--- config.mk ---
export PLATFORM = sky130hd
export DESIGN_NAME = hsv_to_rgb_converter
export DESIGN_NICKNAME = d
export VERILOG_FILES = /design/src/sv/hsv2rgb_pkg.sv /design/src/sv/hsv2rgb_sector.sv /design/src/sv/hsv2rgb_mult.sv /design/src/sv/hsv2rgb_select.sv /design/src/sv/hsv_to_rgb_converter.sv
export SDC_FILE = /design/constraint.sdc
export NUM_CORES = 2
export LEC_CHECK = 0
export ABC_AREA = 1
export BUFFER_PORTS_ARGS = -buffer_cell sky130_fd_sc_hd__buf_2
export CAP_MARGIN = 20
export CORE_AREA = 2 2 236 238
export CTS_BUF_LIST = sky130_fd_sc_hd__clkbuf_8
export DETAILED_ROUTE_END_ITERATION = 16
export DIE_AREA = 0 0 238 240
export PLACE_DENSITY = 0.76
export RECOVER_POWER = 100
export SYNTH_ARGS = -nofsm -noshare
export SYNTH_HDL_FRONTEND = slang
export SYNTH_SLANG_ARGS = --single-unit
--- constraint.sdc ---
create_clock -name aclk -period 9.8 [get_ports aclk]
set_input_delay 0.49 -clock aclk [delete_from_list [all_inputs] [get_ports aclk]]
set_output_delay 0.49 -clock aclk [all_outputs]
set_load 0.02 [all_outputs]
--- src/sv/hsv2rgb_pkg.sv ---
// Shared widths, sector codes, stage payload types and the divide-by-full-scale helper
// for the HSV to RGB converter. Depends on nothing.
package hsv2rgb_pkg;

    localparam int COMPONENT_BITS = 8;
    localparam int HUE_BITS       = 16;
    localparam int SECTOR_BITS    = 3;
    localparam int H6_BITS        = HUE_BITS + SECTOR_BITS;
    localparam int PROD_BITS      = COMPONENT_BITS + HUE_BITS;
    localparam int SQ_BITS        = 2 * COMPONENT_BITS;
    localparam int WIDE_BITS      = SQ_BITS + HUE_BITS;

    // Full scale of a component, standing for 1.0.
    localparam logic [COMPONENT_BITS-1:0] COMP_MAX = {COMPONENT_BITS{1'b1}};
    // Full scale times the unit fraction: the common denominator of q and t.
    localparam logic [PROD_BITS-1:0] DEN = {COMP_MAX, {HUE_BITS{1'b0}}};

    typedef logic [COMPONENT_BITS-1:0] comp_t;
    typedef logic [HUE_BITS-1:0]       hue_t;

    typedef enum logic [SECTOR_BITS-1:0] {
        SEC_RED_YELLOW   = 3'd0,
        SEC_YELLOW_GREEN = 3'd1,
        SEC_GREEN_CYAN   = 3'd2,
        SEC_CYAN_BLUE    = 3'd3,
        SEC_BLUE_MAGENTA = 3'd4,
        SEC_MAGENTA_RED  = 3'd5
    } sector_t;

    typedef struct packed {
        sector_t               sector;
        logic                  grey;
        comp_t                 val;
        comp_t                 sat;
        hue_t                  frac;
        logic [HUE_BITS:0]     frac_c;
    } s1_t;

    typedef struct packed {
        sector_t               sector;
        logic                  grey;
        comp_t                 val;
        logic [PROD_BITS-1:0]  sf;
        logic [PROD_BITS-1:0]  sfc;
        logic [SQ_BITS-1:0]    pn;
    } s2_t;

    typedef struct packed {
        sector_t               sector;
        logic                  grey;
        comp_t                 val;
        logic [SQ_BITS-1:0]    pn;
        logic [WIDE_BITS-1:0]  qn;
        logic [WIDE_BITS-1:0]  tn;
    } s3_t;

    typedef struct packed {
        logic s2;
        logic s3;
    } mult_en_t;

    // Floor of x divided by full scale, exact whenever the quotient fits in a component,
    // which covers every product of two components.
    function automatic comp_t div_max(input logic [SQ_BITS-1:0] x);
        logic [SQ_BITS:0] sum;
        sum = {1'b0, x} + {{(COMPONENT_BITS+1){1'b0}}, x[SQ_BITS-1:COMPONENT_BITS]}
              + {{SQ_BITS{1'b0}}, 1'b1};
        return sum[SQ_BITS-1:COMPONENT_BITS];
    endfunction

endpackage

--- src/sv/hsv2rgb_sector.sv ---
// First pipeline stage: hue times six split into sector and fraction.
// Depends on hsv2rgb_pkg.
module hsv2rgb_sector import hsv2rgb_pkg::*; (
    input  logic  aclk,
    input  logic  aresetn,
    input  logic  en,
    input  logic  in_valid,
    input  hue_t  hue,
    input  comp_t saturation,
    input  comp_t brightness,
    output logic  out_valid,
    output s1_t   out_data
);

    logic               valid_reg;
    s1_t                data_reg;
    s1_t                data_next;
    logic [H6_BITS-1:0] h6;

    always_comb begin
        // Six times the hue as four times plus two times.
        h6 = {1'b0, hue, 2'b00} + {2'b00, hue, 1'b0};
        data_next.sector = sector_t'(h6[H6_BITS-1:HUE_BITS]);
        data_next.frac   = h6[HUE_BITS-1:0];
        data_next.frac_c = {1'b1, {HUE_BITS{1'b0}}} - {1'b0, h6[HUE_BITS-1:0]};
        data_next.grey   = (saturation == '0);
        data_next.val    = brightness;
        data_next.sat    = saturation;
    end

    always_ff @(posedge aclk) begin
        if (!aresetn) begin
            valid_reg <= 1'b0;
        end else if (en) begin
            valid_reg <= in_valid;
        end
    end

    always_ff @(posedge aclk) begin
        if (en) begin
            data_reg <= data_next;
        end
    end

    assign out_valid = valid_reg;
    assign out_data  = data_reg;

endmodule

--- src/sv/hsv2rgb_mult.sv ---
// Second and third pipeline stages: the saturation products, then the brightness
// products over the common denominator. Depends on hsv2rgb_pkg.
module hsv2rgb_mult import hsv2rgb_pkg::*; (
    input  logic     aclk,
    input  logic     aresetn,
    input  mult_en_t en,
    input  logic     in_valid,
    input  s1_t      in_data,
    output logic     s2_valid,
    output logic     out_valid,
    output s3_t      out_data
);

    logic               s2_valid_reg;
    s2_t                s2_reg;
    s2_t                s2_next;
    logic               s3_valid_reg;
    s3_t                s3_reg;
    s3_t                s3_next;
    logic [PROD_BITS:0] sfc_wide;
    logic [PROD_BITS-1:0] qa;
    logic [PROD_BITS-1:0] ta;

    always_comb begin
        s2_next.sector = in_data.sector;
        s2_next.grey   = in_data.grey;
        s2_next.val    = in_data.val;
        s2_next.sf     = PROD_BITS'(in_data.sat) * PROD_BITS'(in_data.frac);
        sfc_wide       = (PROD_BITS+1)'(in_data.sat) * (PROD_BITS+1)'(in_data.frac_c);
        // s*(1-f) never exceeds full scale times one, so the top bit is always clear.
        s2_next.sfc    = sfc_wide[PROD_BITS-1:0];
        s2_next.pn     = SQ_BITS'(in_data.val) * SQ_BITS'(COMP_MAX - in_data.sat);
    end

    always_comb begin
        qa             = DEN - s2_reg.sf;
        ta             = DEN - s2_reg.sfc;
        s3_next.sector = s2_reg.sector;
        s3_next.grey   = s2_reg.grey;
        s3_next.val    = s2_reg.val;
        s3_next.pn     = s2_reg.pn;
        s3_next.qn     = WIDE_BITS'(s2_reg.val) * WIDE_BITS'(qa);
        s3_next.tn     = WIDE_BITS'(s2_reg.val) * WIDE_BITS'(ta);
    end

    always_ff @(posedge aclk) begin
        if (!aresetn) begin
            s2_valid_reg <= 1'b0;
            s3_valid_reg <= 1'b0;
        end else begin
            if (en.s2) begin
                s2_valid_reg <= in_valid;
            end
            if (en.s3) begin
                s3_valid_reg <= s2_valid_reg;
            end
        end
    end

    always_ff @(posedge aclk) begin
        if (en.s2) begin
            s2_reg <= s2_next;
        end
        if (en.s3) begin
            s3_reg <= s3_next;
        end
    end

    assign s2_valid  = s2_valid_reg;
    assign out_valid = s3_valid_reg;
    assign out_data  = s3_reg;

endmodule

--- src/sv/hsv2rgb_select.sv ---
// Last pipeline stage: division by full scale, sector assignment and the output register.
// Depends on hsv2rgb_pkg.
module hsv2rgb_select import hsv2rgb_pkg::*; (
    input  logic  aclk,
    input  logic  aresetn,
    input  logic  en,
    input  logic  in_valid,
    input  s3_t   in_data,
    output logic  out_valid,
    output comp_t red,
    output comp_t green,
    output comp_t blue
);

    logic  valid_reg;
    comp_t red_reg;
    comp_t green_reg;
    comp_t blue_reg;
    comp_t red_next;
    comp_t green_next;
    comp_t blue_next;
    comp_t p;
    comp_t q;
    comp_t t;
    comp_t v;

    always_comb begin
        v = in_data.val;
        p = div_max(in_data.pn);
        // Dropping the fraction bits first leaves the floor unchanged.
        q = div_max(in_data.qn[WIDE_BITS-1:HUE_BITS]);
        t = div_max(in_data.tn[WIDE_BITS-1:HUE_BITS]);
        case (in_data.sector)
            SEC_RED_YELLOW: begin
                red_next = v; green_next = t; blue_next = p;
            end
            SEC_YELLOW_GREEN: begin
                red_next = q; green_next = v; blue_next = p;
            end
            SEC_GREEN_CYAN: begin
                red_next = p; green_next = v; blue_next = t;
            end
            SEC_CYAN_BLUE: begin
                red_next = p; green_next = q; blue_next = v;
            end
            SEC_BLUE_MAGENTA: begin
                red_next = t; green_next = p; blue_next = v;
            end
            default: begin
                red_next = v; green_next = p; blue_next = q;
            end
        endcase
        if (in_data.grey) begin
            red_next   = v;
            green_next = v;
            blue_next  = v;
        end
    end

    always_ff @(posedge aclk) begin
        if (!aresetn) begin
            valid_reg <= 1'b0;
        end else if (en) begin
            valid_reg <= in_valid;
        end
    end

    always_ff @(posedge aclk) begin
        if (en) begin
            red_reg   <= red_next;
            green_reg <= green_next;
            blue_reg  <= blue_next;
        end
    end

    assign out_valid = valid_reg;
    assign red       = red_reg;
    assign green     = green_reg;
    assign blue      = blue_reg;

endmodule

--- src/sv/hsv_to_rgb_converter.sv ---
// Top level of the HSV to RGB converter: four-stage pipeline with per-stage valid bits.
// Depends on hsv2rgb_pkg, hsv2rgb_sector, hsv2rgb_mult and hsv2rgb_select.
//
//  channel | direction | tdata fields, lowest bit first
//  s_      | in        | hue[15:0], saturation[23:16], brightness[31:24]
//  m_      | out       | red[7:0], green[15:8], blue[23:16]
//
// One word is taken per clock while m_tready is high; an accepted word passes through
// the register stages hue sector, saturation products, brightness products, and then
// division and sector assignment in the output register.
// aresetn clears the valid bits only; the pipeline is empty after reset.
// A stage advances when it is empty or the stage after it advances, so bubbles close up
// while m_tready is low and nothing is lost or repeated.
module hsv_to_rgb_converter import hsv2rgb_pkg::*; (
    input  logic        aclk,
    input  logic        aresetn,
    input  logic        s_tvalid,
    output logic        s_tready,
    input  logic [31:0] s_tdata,   // hue[15:0], saturation[23:16], brightness[31:24]
    output logic        m_tvalid,
    input  logic        m_tready,
    output logic [23:0] m_tdata    // red[7:0], green[15:8], blue[23:16]
);

    logic     en1;
    logic     en_out;
    mult_en_t mult_en;
    logic     s1_valid;
    s1_t      s1_data;
    logic     s2_valid;
    logic     s3_valid;
    s3_t      s3_data;
    comp_t    red;
    comp_t    green;
    comp_t    blue;

    always_comb begin
        en_out     = !m_tvalid || m_tready;
        mult_en.s3 = !s3_valid || en_out;
        mult_en.s2 = !s2_valid || mult_en.s3;
        en1        = !s1_valid || mult_en.s2;
    end

    assign s_tready = en1;

    hsv2rgb_sector u_sector (
        .aclk       (aclk),
        .aresetn    (aresetn),
        .en         (en1),
        .in_valid   (s_tvalid),
        .hue        (s_tdata[15:0]),
        .saturation (s_tdata[23:16]),
        .brightness (s_tdata[31:24]),
        .out_valid  (s1_valid),
        .out_data   (s1_data)
    );

    hsv2rgb_mult u_mult (
        .aclk      (aclk),
        .aresetn   (aresetn),
        .en        (mult_en),
        .in_valid  (s1_valid),
        .in_data   (s1_data),
        .s2_valid  (s2_valid),
        .out_valid (s3_valid),
        .out_data  (s3_data)
    );

    hsv2rgb_select u_select (
        .aclk      (aclk),
        .aresetn   (aresetn),
        .en        (en_out),
        .in_valid  (s3_valid),
        .in_data   (s3_data),
        .out_valid (m_tvalid),
        .red       (red),
        .green     (green),
        .blue      (blue)
    );

    assign m_tdata = {blue, green, red};

    // A free output must open the whole pipeline to the input.
    a_ready_chain: assert property (@(posedge aclk) disable iff (!aresetn)
        m_tready |-> s_tready)
        else $error("input stalled while output was free");

    a_reset_empty: assert property (@(posedge aclk)
        !aresetn |=> !m_tvalid)
        else $error("result shown straight after reset");

    // A taken result with nothing behind it must not be shown again.
    a_no_repeat: assert property (@(posedge aclk) disable iff (!aresetn)
        (m_tvalid && m_tready && !s3_valid) |=> !m_tvalid)
        else $error("result repeated after it was taken");

endmodule
==> metrics.txt <==
status finished, violations left; failing checks max-capacitance violations, max-slew violations; Avg Vias per Cell 5.40; Seq/Total Area, Yosys 19.4%; hold crit path type in2reg; cell family with most CP delay buffers and inverters; DR vias 26500; starting density of the core 59.4%; count of cell types in the netlist 49; Worst Path Required 9910 ps; CORE AREA 54700 um2; CTS root buffer clkbuf_8; largest net degree at the start of global routing 74; Die X 238 um; Crit. End Element flop; count of final setup violators 0; clock buffer depth 3; Cell Chain, Critical Path inv_1 > nor2_1 > inv_1 > nor2_1 > clkinv_1 > clkbuf_1 > nor2_1 > clkinv_1 > clkbuf_1; Num CTS Buffers 38; layer with the highest usage met2; I/O Buffers 61; dpl hpwl 63.8 mm; number of flip-flops in the largest register 73; Critical Path AT 7250 ps; met3 Track Usage GR 4.75%; drt drc 0; clock skew 45.0 ps; Area Overhead vs Synth 4.71%; # clock sinks 211; layout cells sized above 1 3.17%; WL/cell 16.1 um; DIE HEIGHT 240 um; startpoint types flop; DP Worst Slack 3710 ps; Crit path buffers/inverters 6; site row count 86; Avg Cell Area, Syn 7.84 um2; gpl congestion 0.965; Reg clk slew, reported paths 60 ps; maximum fanout along the worst path 73; Hold Vio Cnt, Final 0; Period minus WS final 7140 ps; Post-synth top flop edfxtp_1; DR pass1 iterations 6; grt met1 use 37.8%; Die Area 57100 um2; fin cells 4900; maxcap violations 4; count of pins over their slew limit 193; Inst Count DP 4831; Mapped Cells 4146; Iter 0 DRT Violations 1977; Crit-path slowest cell clkbuf_1; CP peak stage delay 2590 ps; Setup Buffers After CTS 0; DRT antenna net count 0; All-Layer GR Usage 28.3%; Post-Syn Area 32500 um2; grt met2 use 47.1%; post-CTS resize count 0; Max-slew headroom -146%; first-pass GRT wire length 130 mm; total I/O pin count 62; Yosys reg bits 211; initial antenna violation count 0; number of antenna diodes 0; crit path kind reg2reg; number of synthesized flops with an enable pin 207; setup TNS 0 ps; total gr overflow 0; Final period util 72.8%; H-tree depth 2; Post-CTS Hold Buffers 0; CTS tree built; FFs w/ async S/R, synth 0%; Skew-Pair Late Insertion Delay 620 ps; Fmax 140 MHz; unrepaired setup endpoints after global routing no; vias in the first global route 26300; fin worst setup slack 2660 ps; WL final 78.8 mm; syn nets 4888; synth warn 0; worst-margin pin slew 3690 ps; Nets 4910; cell mode on critical path nor2_1
## logic make-up after synthesis
logic type	Yosys count	share of synthesized area (%)
compound gates	317	5.51
xor+xnor	106	2.95
fa+ha+maj	706	37.5
buf+inv	1002	11.7
flops	211	19.4
simple gates	1804	23.0
## area by class of cell
cell class / instances / area, um2
clock buffers: 38 / 523
clock inverters: 30 / 201
fillers: 4887 / 20600
inverters: 900 / 3380
multi-input cells: 2933 / 22300
flip-flops and latches: 211 / 6300
well taps: 704 / 881
repair buffers: 84 / 400
## cell usage after synthesis (2+ instances only)
library cell | n | area share (%)
nand2_1 | 912 | 11
inv_1 | 896 | 10
nor2_1 | 529 | 6.1
fa_1 | 448 | 28
ha_1 | 258 | 9.9
nand3_1 | 218 | 3.4
edfxtp_1 | 207 | 19
a21oi_1 | 153 | 2.4
o21ai_0 | 76 | 1.2
clkbuf_1 | 74 | 0.85
xor2_1 | 73 | 2.0
nand4_1 | 35 | 0.67
nor3_1 | 34 | 0.52
xnor2_1 | 29 | 0.78
a21o_1 | 23 | 0.53
o21bai_1 | 19 | 0.44
or2_2 | 19 | 0.37
a31oi_1 | 18 | 0.35
nand3b_1 | 18 | 0.42
buf_1 | 13 | 0.15
clkbuf_2 | 11 | 0.17
nor4_1 | 9 | 0.17
a21boi_0 | 7 | 0.16
and2_1 | 6 | 0.12
nor2_4 | 6 | 0.21
nand2_2 | 5 | 0.096
o21a_1 | 5 | 0.12
a211oi_1 | 4 | 0.092
dfxtp_1 | 4 | 0.25
nand3_2 | 4 | 0.12
nor2_2 | 4 | 0.077
buf_2 | 3 | 0.046
clkinv_1 | 3 | 0.035
o211ai_1 | 3 | 0.069
xor2_2 | 3 | 0.15
o2111ai_1 | 2 | 0.054
o21ai_2 | 2 | 0.054
o22ai_1 | 2 | 0.038
## through the flow
stage | utilization, % | hold slack [ps] | area, um2
after floorplan | - | 400 | 32500
after global placement | 61.2 | 402 | 33400
after detailed placement | 61.2 | 405 | 33400
after CTS | 62.5 | 45.4 | 34200
after global routing | 62.2 | 51.1 | 34000
final | 62.2 | 79.4 | 34000
## cell usage in the layout (no fill, tap or decap), types with 7 or more instances in the layout
master / netlist / layout
clkinv_1: 3 / 12
clkinv_2: 0 / 9
edfxtp_1: 207 / 207
nor3_1: 34 / 34
nand3b_1: 18 / 19
buf_4: 0 / 15
a21oi_1: 153 / 153
nor4_1: 9 / 9
ha_1: 258 / 258
o21ai_0: 76 / 77
xnor2_1: 29 / 30
a31oi_1: 18 / 18
or2_2: 19 / 19
inv_1: 896 / 900
nand3_1: 218 / 218
nand4_1: 35 / 35
fa_1: 448 / 448
nand2_1: 912 / 912
clkbuf_8: 0 / 38
buf_2: 3 / 23
xor2_1: 73 / 73
clkbuf_1: 74 / 46
a21boi_0: 7 / 7
a21o_1: 23 / 23
nor2_1: 529 / 536
o21bai_1: 19 / 19
## layer usage
| metal | vias to the layer above | share of wire (%) | routed length, um |
|---|---|---|---|
| met4 | 0 | 3.5 | 2770 |
| li1 | 12800 | - | - |
| met2 | 975 | 46 | 36200 |
| met1 | 12500 | 43 | 34000 |
| met3 | 178 | 7.4 | 5860 |
| met5 | - | 0 | 0 |
## worst paths after layout
kind | from | slack, ps | to | cells past startpoint
max reg2reg | u_select.out_valid | 2660 | u_mult.s2_reg[27] | 9
min reg2reg | u_mult.s2_reg[73] | 420 | u_mult.out_data[89] | 0
min | s_tdata[27] | 80 | u_sector.out_data[44] | 1
max | u_select.out_valid | 2660 | u_mult.s2_reg[27] | 9
Power is not shown: default switching activity piles up to over one toggle a cycle in this logic, so the estimate is an artifact.
